===== config.mk =====
export PLATFORM = sky130hd
export DESIGN_NAME = bezier_curve_point_eval_core
export DESIGN_NICKNAME = d
export VERILOG_FILES = /design/src/rtl/core/bcpe_pkg.sv /design/src/rtl/core/bezier_curve_point_eval_core.sv /design/src/rtl/core/bcpe_mul.sv
export SDC_FILE = /design/constraint.sdc
export NUM_CORES = 2
export LEC_CHECK = 0
export BUFFER_PORTS_ARGS = -buffer_cell sky130_fd_sc_hd__clkbuf_2
export CAP_MARGIN = 5
export CORE_ASPECT_RATIO = 1.5
export CORE_MARGIN = 3
export CORE_UTILIZATION = 60
export DETAILED_ROUTE_END_ITERATION = 10
export PLACE_DENSITY = 0.81
export SLEW_MARGIN = 20
export SYNTH_ARGS = -nofsm -noshare
export SYNTH_HDL_FRONTEND = slang
export SYNTH_SLANG_ARGS = --single-unit

===== constraint.sdc =====
create_clock -name clk -period 33.7 [get_ports clk]
set_clock_uncertainty 0.05 [all_clocks]
set_input_delay 3.37 -clock clk [delete_from_list [all_inputs] [get_ports clk]]
set_output_delay 3.37 -clock clk [all_outputs]
set_load 0.05 [all_outputs]

===== src/rtl/core/bcpe_pkg.sv =====
`default_nettype none

package bcpe_pkg;

	// Store capacity and control point limit
	localparam int MAX_POINTS  = 16;
	localparam int STORE_DEPTH = 16;
	localparam int IDX_W       = $clog2(STORE_DEPTH);
	localparam int CNT_W       = $clog2(STORE_DEPTH + 1);

	// Fixed point widths
	localparam int COORD_W = 24;
	localparam int T_W     = 17;
	localparam int BINOM_W = 13;
	localparam int WEIGHT_W = 29;
	localparam int ACC_W   = 58;

	// Shared multiplier operand and product widths
	localparam int MUL_A_W = 30;
	localparam int MUL_B_W = 25;
	localparam int PROD_W  = MUL_A_W + MUL_B_W;

	localparam logic [T_W-1:0] ONE_Q16 = T_W'(65536);

	// Request action codes
	localparam logic [1:0] ACT_NEW    = 2'd0;
	localparam logic [1:0] ACT_APPEND = 2'd1;
	localparam logic [1:0] ACT_EVAL   = 2'd2;

	typedef struct packed {
		logic [1:0]                action;
		logic signed [COORD_W-1:0] point_x;
		logic signed [COORD_W-1:0] point_y;
		logic [T_W-1:0]            t_param;
	} req_t;

	typedef struct packed {
		logic signed [COORD_W-1:0] curve_x;
		logic signed [COORD_W-1:0] curve_y;
		logic [CNT_W-1:0]          points_used;
		logic                      overflowed;
	} rsp_t;

	// Pascal's triangle, rows 0 to STORE_DEPTH-1
	typedef logic [STORE_DEPTH-1:0][STORE_DEPTH-1:0][BINOM_W-1:0] binom_tab_t;

	function automatic binom_tab_t build_binom_tab();
		binom_tab_t tab;
		tab = '0;
		for (int r = 0; r < STORE_DEPTH; r++) begin
			tab[r][0] = BINOM_W'(1);
			for (int c = 1; c <= r; c++) begin
				tab[r][c] = tab[r-1][c-1] + ((c < r) ? tab[r-1][c] : BINOM_W'(0));
			end
		end
		return tab;
	endfunction

	localparam binom_tab_t BINOM_TAB = build_binom_tab();

endpackage

`default_nettype wire


===== src/rtl/core/bezier_curve_point_eval_core.sv =====
`default_nettype none

// Bezier point evaluator, Bernstein form, one shared 30x25 signed multiplier.
// Loads (actions 0, 1 and unused code 3) leave the sequencer idle; the next item
// can be taken in the following cycle. Evaluation steps the shared multiplier
// through every power, weight and coordinate product for each point in turn, and
// new items are stalled until it ends; it waits while the previous result is still
// held. Result is held in an output register.
// arst_n clears the sequencer, point count, overflow flag and output valid.

module bezier_curve_point_eval_core
	import bcpe_pkg::*;
(
	input  wire logic clk,
	input  wire logic arst_n,
	input  wire logic req_valid,
	output logic      req_stall,
	input  wire req_t req,
	output logic      rsp_valid,
	input  wire logic rsp_stall,
	output rsp_t      rsp
);

	localparam logic [2:0] S_IDLE = 3'd0;
	localparam logic [2:0] S_PMUL = 3'd1;
	localparam logic [2:0] S_PRND = 3'd2;
	localparam logic [2:0] S_WMUL = 3'd3;
	localparam logic [2:0] S_WLAT = 3'd4;
	localparam logic [2:0] S_XMUL = 3'd5;
	localparam logic [2:0] S_YMUL = 3'd6;
	localparam logic [2:0] S_FIN  = 3'd7;

	localparam logic signed [ACC_W-17:0] SAT_MAX = (ACC_W-16)'(8388607);
	localparam logic signed [ACC_W-17:0] SAT_MIN = -(ACC_W-16)'(8388608);

	logic [2:0]                state_q;
	logic [CNT_W-1:0]          count_q;
	logic                      ovf_q;
	logic [IDX_W-1:0]          n_q;
	logic [IDX_W-1:0]          i_q;
	logic [IDX_W-1:0]          j_q;
	logic [T_W-1:0]            t_q;
	logic [T_W-1:0]            u_q;
	logic [T_W-1:0]            p_q;
	logic [WEIGHT_W-1:0]       w_q;
	logic signed [ACC_W-1:0]   acc_x_q;
	logic signed [ACC_W-1:0]   acc_y_q;
	logic [2*COORD_W-1:0]      store_mem [STORE_DEPTH];
	logic [2*COORD_W-1:0]      rd_q;
	logic                      rsp_valid_q;
	rsp_t                      rsp_q;
	logic                      last_y_q;

	logic                      req_xfer;
	logic                      rsp_xfer;
	logic                      store_wr;
	logic [IDX_W-1:0]          store_addr;
	logic [T_W-1:0]            t_sat;
	logic [T_W-1:0]            pow_f;
	logic signed [MUL_A_W-1:0] mul_a;
	logic signed [MUL_B_W-1:0] mul_b;
	logic signed [PROD_W-1:0]  prod;
	logic [T_W+16:0]           p_round;
	logic signed [ACC_W-1:0]   prod_ext;
	logic signed [ACC_W-1:0]   rnd_x;
	logic signed [ACC_W-17:0]  q_x;
	logic [COORD_W-1:0]        sat_x;
	logic                      fin_go;
	logic signed [ACC_W-1:0]   acc_y_fin;
	logic [COORD_W-1:0]        sat_yf;
	logic signed [ACC_W-1:0]   rnd_yf;
	logic signed [ACC_W-17:0]  q_yf;

	assign req_stall = (state_q != S_IDLE);
	assign req_xfer  = req_valid && !req_stall;
	assign rsp_xfer  = rsp_valid_q && !rsp_stall;
	assign rsp_valid = rsp_valid_q;
	assign rsp       = rsp_q;
	assign fin_go    = !rsp_valid_q || !rsp_stall;

	// Clamp t to one and pick the power factor: u for the first n-i steps
	assign t_sat = (req.t_param > ONE_Q16) ? ONE_Q16 : req.t_param;
	assign pow_f = (j_q < (n_q - i_q)) ? u_q : t_q;

	// Point store write on load
	always_comb begin
		store_wr   = 1'b0;
		store_addr = count_q[IDX_W-1:0];
		if (req_xfer) begin
			if (req.action == ACT_NEW) begin
				store_wr   = 1'b1;
				store_addr = '0;
			end else if (req.action == ACT_APPEND && count_q < CNT_W'(MAX_POINTS)) begin
				store_wr = 1'b1;
			end
		end
	end

	always_ff @(posedge clk) begin
		if (store_wr) begin
			store_mem[store_addr] <= {req.point_x, req.point_y};
		end
		rd_q <= store_mem[i_q];
	end

	// Operand select for the shared multiplier
	always_comb begin
		mul_a = '0;
		mul_b = '0;
		unique case (state_q)
			S_PMUL: begin
				mul_a = MUL_A_W'(p_q);
				mul_b = MUL_B_W'(pow_f);
			end
			S_WMUL: begin
				mul_a = MUL_A_W'(p_q);
				mul_b = MUL_B_W'(BINOM_TAB[n_q][i_q]);
			end
			S_XMUL: begin
				mul_a = MUL_A_W'(w_q);
				mul_b = MUL_B_W'($signed(rd_q[2*COORD_W-1:COORD_W]));
			end
			S_YMUL: begin
				mul_a = MUL_A_W'(w_q);
				mul_b = MUL_B_W'($signed(rd_q[COORD_W-1:0]));
			end
			default: begin
				mul_a = '0;
				mul_b = '0;
			end
		endcase
	end

	bcpe_mul u_mul (
		.clk  (clk),
		.a    (mul_a),
		.b    (mul_b),
		.prod (prod)
	);

	// Round half up after each power step; product stays within 33 bits
	assign p_round  = (T_W+17)'(prod[T_W+16:0]) + (T_W+17)'(32768);
	assign prod_ext = ACC_W'(prod);

	// Final rounding: floor(s / 65536 + 0.5), then saturate
	assign rnd_x = acc_x_q + ACC_W'(32768);
	assign q_x   = rnd_x[ACC_W-1:16];

	always_comb begin
		if (q_x > SAT_MAX) begin
			sat_x = SAT_MAX[COORD_W-1:0];
		end else if (q_x < SAT_MIN) begin
			sat_x = SAT_MIN[COORD_W-1:0];
		end else begin
			sat_x = q_x[COORD_W-1:0];
		end
	end

	// Sequencer, point count and overflow flag
	always_ff @(posedge clk or negedge arst_n) begin
		if (!arst_n) begin
			state_q <= S_IDLE;
			count_q <= '0;
			ovf_q   <= 1'b0;
		end else begin
			unique case (state_q)
				S_IDLE: begin
					if (req_xfer) begin
						unique case (req.action)
							ACT_NEW: begin
								count_q <= CNT_W'(1);
								ovf_q   <= 1'b0;
							end
							ACT_APPEND: begin
								if (count_q < CNT_W'(MAX_POINTS)) begin
									count_q <= count_q + CNT_W'(1);
								end else begin
									ovf_q <= 1'b1;
								end
							end
							ACT_EVAL: begin
								if (count_q == '0) begin
									state_q <= S_FIN;
								end else if (count_q == CNT_W'(1)) begin
									state_q <= S_WMUL;
								end else begin
									state_q <= S_PMUL;
								end
							end
							default: begin
								state_q <= S_IDLE;
							end
						endcase
					end
				end
				S_PMUL: state_q <= S_PRND;
				S_PRND: state_q <= (j_q == n_q - IDX_W'(1)) ? S_WMUL : S_PMUL;
				S_WMUL: state_q <= S_WLAT;
				S_WLAT: state_q <= S_XMUL;
				S_XMUL: state_q <= S_YMUL;
				S_YMUL: begin
					state_q <= S_FIN;
				end
				S_FIN: begin
					if (i_q != n_q) begin
						state_q <= S_PMUL;
					end else if (fin_go) begin
						state_q <= S_IDLE;
					end
				end
				default: state_q <= S_IDLE;
			endcase
		end
	end

	// Datapath registers
	always_ff @(posedge clk) begin
		unique case (state_q)
			S_IDLE: begin
				if (req_xfer && req.action == ACT_EVAL) begin
					t_q     <= t_sat;
					u_q     <= ONE_Q16 - t_sat;
					// Empty set: n stays zero so FIN ends without stepping through any point
					n_q     <= (count_q == '0) ? '0 : count_q[IDX_W-1:0] - IDX_W'(1);
					i_q     <= '0;
					j_q     <= '0;
					p_q     <= ONE_Q16;
					acc_x_q <= '0;
					acc_y_q <= '0;
				end
			end
			S_PRND: begin
				p_q <= p_round[T_W+15:16];
				j_q <= (j_q == n_q - IDX_W'(1)) ? '0 : j_q + IDX_W'(1);
			end
			S_WLAT: begin
				w_q <= prod[WEIGHT_W-1:0];
			end
			S_YMUL: begin
				acc_x_q <= acc_x_q + prod_ext;
			end
			S_FIN: begin
				// FIN after any point but the last takes the y product and steps to the next
				if (i_q != n_q) begin
					acc_y_q <= acc_y_q + prod_ext;
					i_q     <= i_q + IDX_W'(1);
					p_q     <= ONE_Q16;
					j_q     <= '0;
				end else if (last_y_q && !fin_go) begin
					// Hold the completed y sum while the output register is busy
					acc_y_q <= acc_y_fin;
				end
			end
			default: begin
			end
		endcase
	end

	// y accumulate for the last point, tracked separately from the FIN wait
	always_ff @(posedge clk or negedge arst_n) begin
		if (!arst_n) begin
			last_y_q <= 1'b0;
		end else begin
			last_y_q <= (state_q == S_YMUL) && (i_q == n_q);
		end
	end

	// On the first cycle of the last FIN the y product is folded in directly
	assign acc_y_fin = last_y_q ? (acc_y_q + prod_ext) : acc_y_q;
	assign rnd_yf    = acc_y_fin + ACC_W'(32768);
	assign q_yf      = rnd_yf[ACC_W-1:16];

	always_comb begin
		if (q_yf > SAT_MAX) begin
			sat_yf = SAT_MAX[COORD_W-1:0];
		end else if (q_yf < SAT_MIN) begin
			sat_yf = SAT_MIN[COORD_W-1:0];
		end else begin
			sat_yf = q_yf[COORD_W-1:0];
		end
	end

	// Output register
	always_ff @(posedge clk or negedge arst_n) begin
		if (!arst_n) begin
			rsp_valid_q <= 1'b0;
		end else if (state_q == S_FIN && i_q == n_q && fin_go) begin
			rsp_valid_q <= 1'b1;
		end else if (rsp_xfer) begin
			rsp_valid_q <= 1'b0;
		end
	end

	always_ff @(posedge clk) begin
		if (state_q == S_FIN && i_q == n_q && fin_go) begin
			rsp_q.curve_x     <= $signed(sat_x);
			rsp_q.curve_y     <= (count_q == '0) ? '0 : $signed(sat_yf);
			rsp_q.points_used <= count_q;
			rsp_q.overflowed  <= ovf_q;
		end
	end

	// Checks on the sequencer and store bookkeeping
	property p_count_bound;
		@(posedge clk) disable iff (!arst_n) count_q <= CNT_W'(MAX_POINTS);
	endproperty
	a_count_bound: assert property (p_count_bound)
		else $error("point count above capacity");

	property p_power_step_bound;
		@(posedge clk) disable iff (!arst_n) (state_q == S_PRND) |-> (j_q < n_q);
	endproperty
	a_power_step_bound: assert property (p_power_step_bound)
		else $error("power step counter past n");

	property p_power_bound;
		@(posedge clk) disable iff (!arst_n)
			(state_q == S_PMUL || state_q == S_WMUL) |-> (p_q <= ONE_Q16);
	endproperty
	a_power_bound: assert property (p_power_bound)
		else $error("power product above one");

	property p_result_count;
		@(posedge clk) disable iff (!arst_n)
			$rose(rsp_valid_q) |-> (rsp_q.points_used == count_q && rsp_q.overflowed == ovf_q);
	endproperty
	a_result_count: assert property (p_result_count)
		else $error("result count or flag differs from store state");

endmodule

`default_nettype wire


===== src/rtl/core/bcpe_mul.sv =====
`default_nettype none

module bcpe_mul
	import bcpe_pkg::*;
(
	input  wire logic                      clk,
	input  wire logic signed [MUL_A_W-1:0] a,
	input  wire logic signed [MUL_B_W-1:0] b,
	output logic signed [PROD_W-1:0]       prod
);

	// Signed multiply, product registered
	always_ff @(posedge clk) begin
		prod <= a * b;
	end

endmodule

`default_nettype wire

# [After elaboration in Yosys (flattened, before gate mapping)]
# Memories as Yosys holds them, arrays and structs flattened. A register that Yosys moved wholly into a read port is not among the register bits.
# Index checks and enable logic that the tools add are counted.
[word_totals] n_memories=2 in_bits=71 wordCells=147 reg_bits=328 mem_bits_ro=3328 ramBits=768
[memory_table] name="(no name shown)" words=16 word_bits=208 rd=1 rd_clocked_by_memory_dff=1 wr=0 line_no="bezier_curve_point_eval_core.sv:117" rtl="mul_b = MUL_B_W'(BINOM_TAB[n_q][i_q]);"
[memory_table] name="store_mem" words=16 word_bits=48 rd=1 rd_clocked_by_memory_dff=1 wr=1 line_no="bezier_curve_point_eval_core.sv:48" rtl="logic [2*COORD_W-1:0] store_mem [STORE_DEPTH];"
[classes] mux=48 eq_ne=21 magnitude_cmp=9 n_addsub=12 mul=1 n_reduce_logical=34
[ops] op="two-way mux 58 bit" n=4
[ops] op="one-hot mux 58 bit (2 select lines)" n=2
[ops] op="two-way mux 208 bit" n=1
[ops] op="adder 58 x 17 -> 58 bit, second input constant" n=2
[ops] op="adder 58 x 55 -> 58 bit" n=2
[ops] op="one-hot mux 25 bit (4 select lines)" n=1
[ops] op="> comparator 42 x 24 -> 1 bit, second input constant" n=2
[ops] op="less-than comparator 42 x 24 -> 1 bit, second input constant" n=2
[ops] op="two-way mux 17 bit" n=4
[ops] op="one-hot mux 29 bit (2 select lines)" n=1
[ops] op="multiplier 30 x 25 -> 55 bit" n=1
[ops] op="binary-select mux 13 bit (select 4 bit)" n=1
[ops] op="one-hot mux 17 bit (3 select lines)" n=1
[ops] op="two-way mux 24 bit" n=2
[ops] op="adder 33 x 16 -> 33 bit, second input constant" n=1
[ops] op="two-way mux 4 bit" n=8
[ops] op="one-hot mux 3 bit (8 select lines)" n=1
[ops] op="two-way mux 23 bit" n=1
[ops] op="> comparator 17 bit, second input constant" n=1
[ops] op="subtractor 17 bit, first input constant" n=1
[ops] op="two-way mux 13 bit" n=1
[ops] op="equality test 3 bit, second input constant" n=4
[ops] op="two-way mux 3 bit" n=4
[ops] op="one-hot mux 4 bit (3 select lines)" n=1
[ops] op="other kinds (36)" n=76

# [Logic depth before layout (Yosys ltp)]
[logic_depth] word_depth=7 ltp_mapped=46

# [Modules after synthesis]
# Synthesis repeated with hierarchy kept, for this count alone.
[unflattened] cells_unflattened=6949 area_unflattened_um2=82614.2
[by_module_without_submodules] module="bezier_curve_point_eval_core" cells_per_inst=3940 seq_area_each_um2=33517.1 n_inst=1 area_each_um2=54636.2
[by_module_without_submodules] module="bcpe_mul" cells_per_inst=3009 seq_area_each_um2=1101.1 n_inst=1 area_each_um2=27978.1

# [Worst setup path after synthesis]
# Ideal clock, no wire load.
[synth_timing] kind="flip-flop to flip-flop" startpoint="register i_q[2]" endpoint="register u_mul.prod[54]" t_required_ps=33578 arrival_ps=10508 synth_period_minus_slack_ps=10630 path_stages_with_launch=43 setup_time_ps=72 setup_slack_ps=23070 path_cell_list="edfxtp_1 > clkbuf_1 > clkinv_1 > buf_1 > ha_1 > a21oi_1 > xor2_1 > ha_1 > a21oi_1 > clkbuf_1 > mux2i_1 > o221ai_1 > clkbuf_1 > clkbuf_1 > nand2_1 > fa_1 > inv_1 > fa_1 > [7 not listed] > fa_1 > inv_1 > ha_1 > a21o_1 > nor3_1 > nand2_1 > o31ai_1 > a2111o_1 > o21ai_0 > a21o_1 > a2111o_1 > a31o_2 > o211a_1 > o21a_1 > o21ai_0 > nand2b_1 > a21oi_1 > xnor2_1"
[synth_via] elab_chain_len=5 elab_cells_between_ends=7 classes_between="1 x add/sub; 1 x mul; 1 x order compare; 4 x mux"
[synth_rtl] element="start: declaration" line_no="bezier_curve_point_eval_core.sv:40" rtl="logic [IDX_W-1:0] i_q;"
[synth_rtl] element="start signal: assignment" line_no="bezier_curve_point_eval_core.sv:246" rtl="i_q <= i_q + IDX_W'(1);"
[synth_rtl] element="subtractor 4 bit" line_no="bezier_curve_point_eval_core.sv:83" rtl="assign pow_f = (j_q < (n_q - i_q)) ? u_q : t_q;"
[synth_rtl] element="less-than comparator 4 bit" line_no="bezier_curve_point_eval_core.sv:83"
[synth_rtl] element="two-way mux 17 bit" line_no="bezier_curve_point_eval_core.sv:83"
[synth_rtl] element="one-hot mux 25 bit (4 select lines) *" line_no="bezier_curve_point_eval_core.sv:110" rtl="unique case (state_q)"
[synth_rtl] element="multiplier 30 x 25 -> 55 bit *" line_no="bcpe_mul.sv:14" rtl="prod <= a * b;"
[synth_rtl] element="end signal: assignment" line_no="bcpe_mul.sv:14"
[synth_rtl] element="end: declaration" line_no="bcpe_mul.sv:9" rtl="output logic signed [PROD_W-1:0] prod"
# Mark *: on every way between the ends. The rest lies on a longest branch, timed or not. The select of a mux whose other input is x is not followed.
# A chain may end at the register's enable or synchronous reset.

# [Final worst setup path]
[layout_timing] startpoint="register i_q[2]" endpoint="register u_mul.prod[53]"
# Same word-level chain as after synthesis.

==> metrics.csv <==
stage,metric,value,unit
place,IO Port Bufs,126,
synth,Synth Cell Area,0.0796,mm^2
worst_hold_path,worst hold path class,flip-flop to flip-flop,
setup_path,delay of the slowest critical-path stage,1.10,ns
setup_path,Worst path top cell family by delay,adder cells,
clock_network,CTS tree,done,
setup_path,crit path launch type,flip-flop,
layout,# fillers,9263,
global_route,vias in the first global route,58639,
synth,top cell type's share of synthesized area,38.8,%
layout,"Area growth, synth to finish",8.37,%
setup_path,Critical Path Slowest Stage Cell,clkinv_1,
drt,via count,56521,
drt,drt drc,0,
clock_network,Resize count post-CTS,0,
setup_path,crit-path max FO,63,
clock_network,post-CTS setup buffers,0,
clock_network,clock-pin slew on the worst setup and hold paths,0.06,ns
setup_path,count of buffer and inverter cells on the critical path,8,
die,Rows,163,
synth,largest cells by area after synthesis,"edfxtp_1 39%, fa_1 16%, mux4_2 7.1%",
synth,Post-synth EDFFs,1029,
die,Die W,303,um
layout,fraction of layout cells with a size suffix above 1,11.8,%
clock_network,insertion delay to the later sink of the worst-skew pair,0.77,ns
layout,nets@finish,7893,
clock_network,clk buf depth,3,
run_status,status,finished clean,
drt,Post-DRT Antenna Nets,0,
die,area of the die,0.137,mm^2
synth,Yosys top cell by area,edfxtp_1,
timing,"Slew Viols, Final",0,
layout,most frequent cells in the layout,"1029 x edfxtp_1, 864 x inv_1, 651 x nor2_1, 645 x nand2_1, 621 x fa_1",
setup_path,CP arrival,13.63,ns
synth,Mapped Cells,6808,
drt,final WL,243000,um
clock_network,TritonCTS sink count,1212,
drt,uppermost layer routed,met5,
clock_network,number of buffers created by CTS,109,
timing,min Tclk post-route,13.02,ns
timing,final hold vios,0,
clock_network,CTS Hold Bufs,0,
synth,Syn Nets,7861,
drt,Routed met2 length,119000,um
setup_path,endpoint type of the worst setup path,flip-flop,
place,DP HPWL,161000,um
die,Ports,127,
synth,Syn Area/Cell,11.7,um^2
synth,Synth async-reset ratio,0.908,%
clock_network,clk root buf,clkbuf_16,
setup_path,cell repeated most along the worst path,fa_1,
global_route,Overflow after GRT,0,
setup_path,critical path class,flip-flop to flip-flop,
synth,Synth warnings,0,
timing,period utilisation layout,38.6,%
run,max cap viols,0,
drt,initial DRC count,5994,
setup_path,WP data required,34.30,ns
drt,DRT Pass-1 Iters,9,
synth,"Primary FF master, synth",edfxtp_1,
die,core area,0.132,mm^2
timing,Worst Tran Pin Value,1.22,ns
global_route,initial antenna violation count,20,
synth,synth unique cells,105,
drt,WL met3,22600,um
global_route,pin count of the biggest net entering global routing,67,
global_route,first-pass GRT wire length,362000,um
timing,unrepaired setup endpoints after global routing,false,
timing,Final Setup Violations,0,
drt,vias per cell,6.51,
drt,M1 WL,75700,um
drt,wire length per cell,27.9,um
global_route,gr usage total,36.0,%
die,initial core utilization,60.5,%
place,RD Place Congestion,0.987,
clock_network,H-tree depth,3,
synth,#FFs+latches synth,1212,
synth,sequential-to-total area share from yosys stat,43.5,%
timing,setup TNS,0,ns
timing,Fmax achieved,76.8,MHz
layout,"commonest non-fill, non-tap cell in the layout",edfxtp_1,
timing,Slew HR,18.3,%
die,Die Y,452,um
## synth_stat cells, types with 11 or more instances
cell and instances:
o21ai_0 149, nand2b_1 66, fa_1 621, nand3_1 106, o211ai_2 11, a221oi_1 12
o211ai_1 21, mux2_2 16, nor3_1 76, a211oi_1 43, nor3b_1 15, and3_1 39
or3_1 21, and2_1 55, nand4_1 58, a21oi_1 267, ha_1 361, buf_2 12
mux2i_1 34, a211o_1 14, dfrtp_1 11, a2111oi_0 12, nor4_1 26, o22ai_1 12
a31oi_1 29, o21bai_1 23, a22oi_1 38, a21o_1 101, dfxtp_1 172, inv_1 865
a22o_1 30, clkbuf_1 273, or2_2 27, o21a_1 34, xor2_1 99, nand2_1 647
nor2b_1 55, edfxtp_1 1029, o21ai_1 11, nor2_1 667, mux4_2 250, buf_1 43
o31ai_1 17, xnor2_1 143
## routing by layer
metal  vias to the layer above  GRT usage [%]
met5                         -              0
met4                        14           30.4
met3                      1297           7.94
met2                      3583           59.5
met1                     27927           39.3
li1                      23700              -
## metrics by stage
stage | instance area [um^2] | std cells | hold slack [ns] | setup WS [ns] | utilization (%)
floorplan | 79600 | 6808 | 0.373 | 23.07 | -
global placement | 82300 | 8459 | 0.389 | 21.14 | 62.6
finish | 86200 | 8680 | 0.400 | 20.68 | 65.5
global route | 86200 | 8673 | 0.416 | 20.13 | 65.5
CTS | 86100 | 8665 | 0.404 | 20.73 | 65.5
detailed placement | 82300 | 8459 | 0.387 | 20.88 | 62.6
## sequential cells by signal, indices dropped and copies added (netlist names), 17 cells and up, named ones only
register	count
t_q	17
u_mul.prod	55
rd_q	48
rsp	54
acc_x_q	58
acc_y_q	58
w_q	29
store_mem	768
p_q	17
## layout make-up
cell class	count	area, um^2	area share [%]
clock inverter	55	774	0.898
tap	1732	2170	2.51
multi-input combinational	4395	40700	47.2
timing repair buffer	255	1620	1.88
sequential	1212	34600	40.2
inverter	867	3250	3.77
clock buffer	151	3030	3.51
antenna	13	32.5	0.0377
## worst paths after layout
check	from	endpoint	slack, ns	depth (start not counted)
worst max register to register	i_q[2]	u_mul.prod[53]	20.68	38
worst max-delay path	i_q[2]	u_mul.prod[53]	20.68	38
worst min register to register	ovf_q	rsp[0]	0.40	0
worst min-delay path	ovf_q	rsp[0]	0.40	0
min in group asynchronous	arst_n	count_q[3]	2.50	1
max in group asynchronous	arst_n	last_y_q	30.80	1
## logic make-up (layout without fill, tap and decap cells)
logic type / Yosys count / in the layout / synth area share (%)
AND/OR/NAND/NOR: 1915 / 1915 / 10.9
XOR/XNOR: 242 / 242 / 2.66
adder cells (fa/ha/maj): 982 / 982 / 21.3
other: 0 / 13 / 0
buffers and inverters: 1201 / 1328 / 5.74
flip-flops: 1212 / 1212 / 43.5
AO/OA/AOI/OAI: 956 / 956 / 8.19
multiplexers: 300 / 300 / 7.73
Power is left out: the tool's default activity adds up to more than one toggle a clock period on the data nets, which glitch-free logic cannot reach.
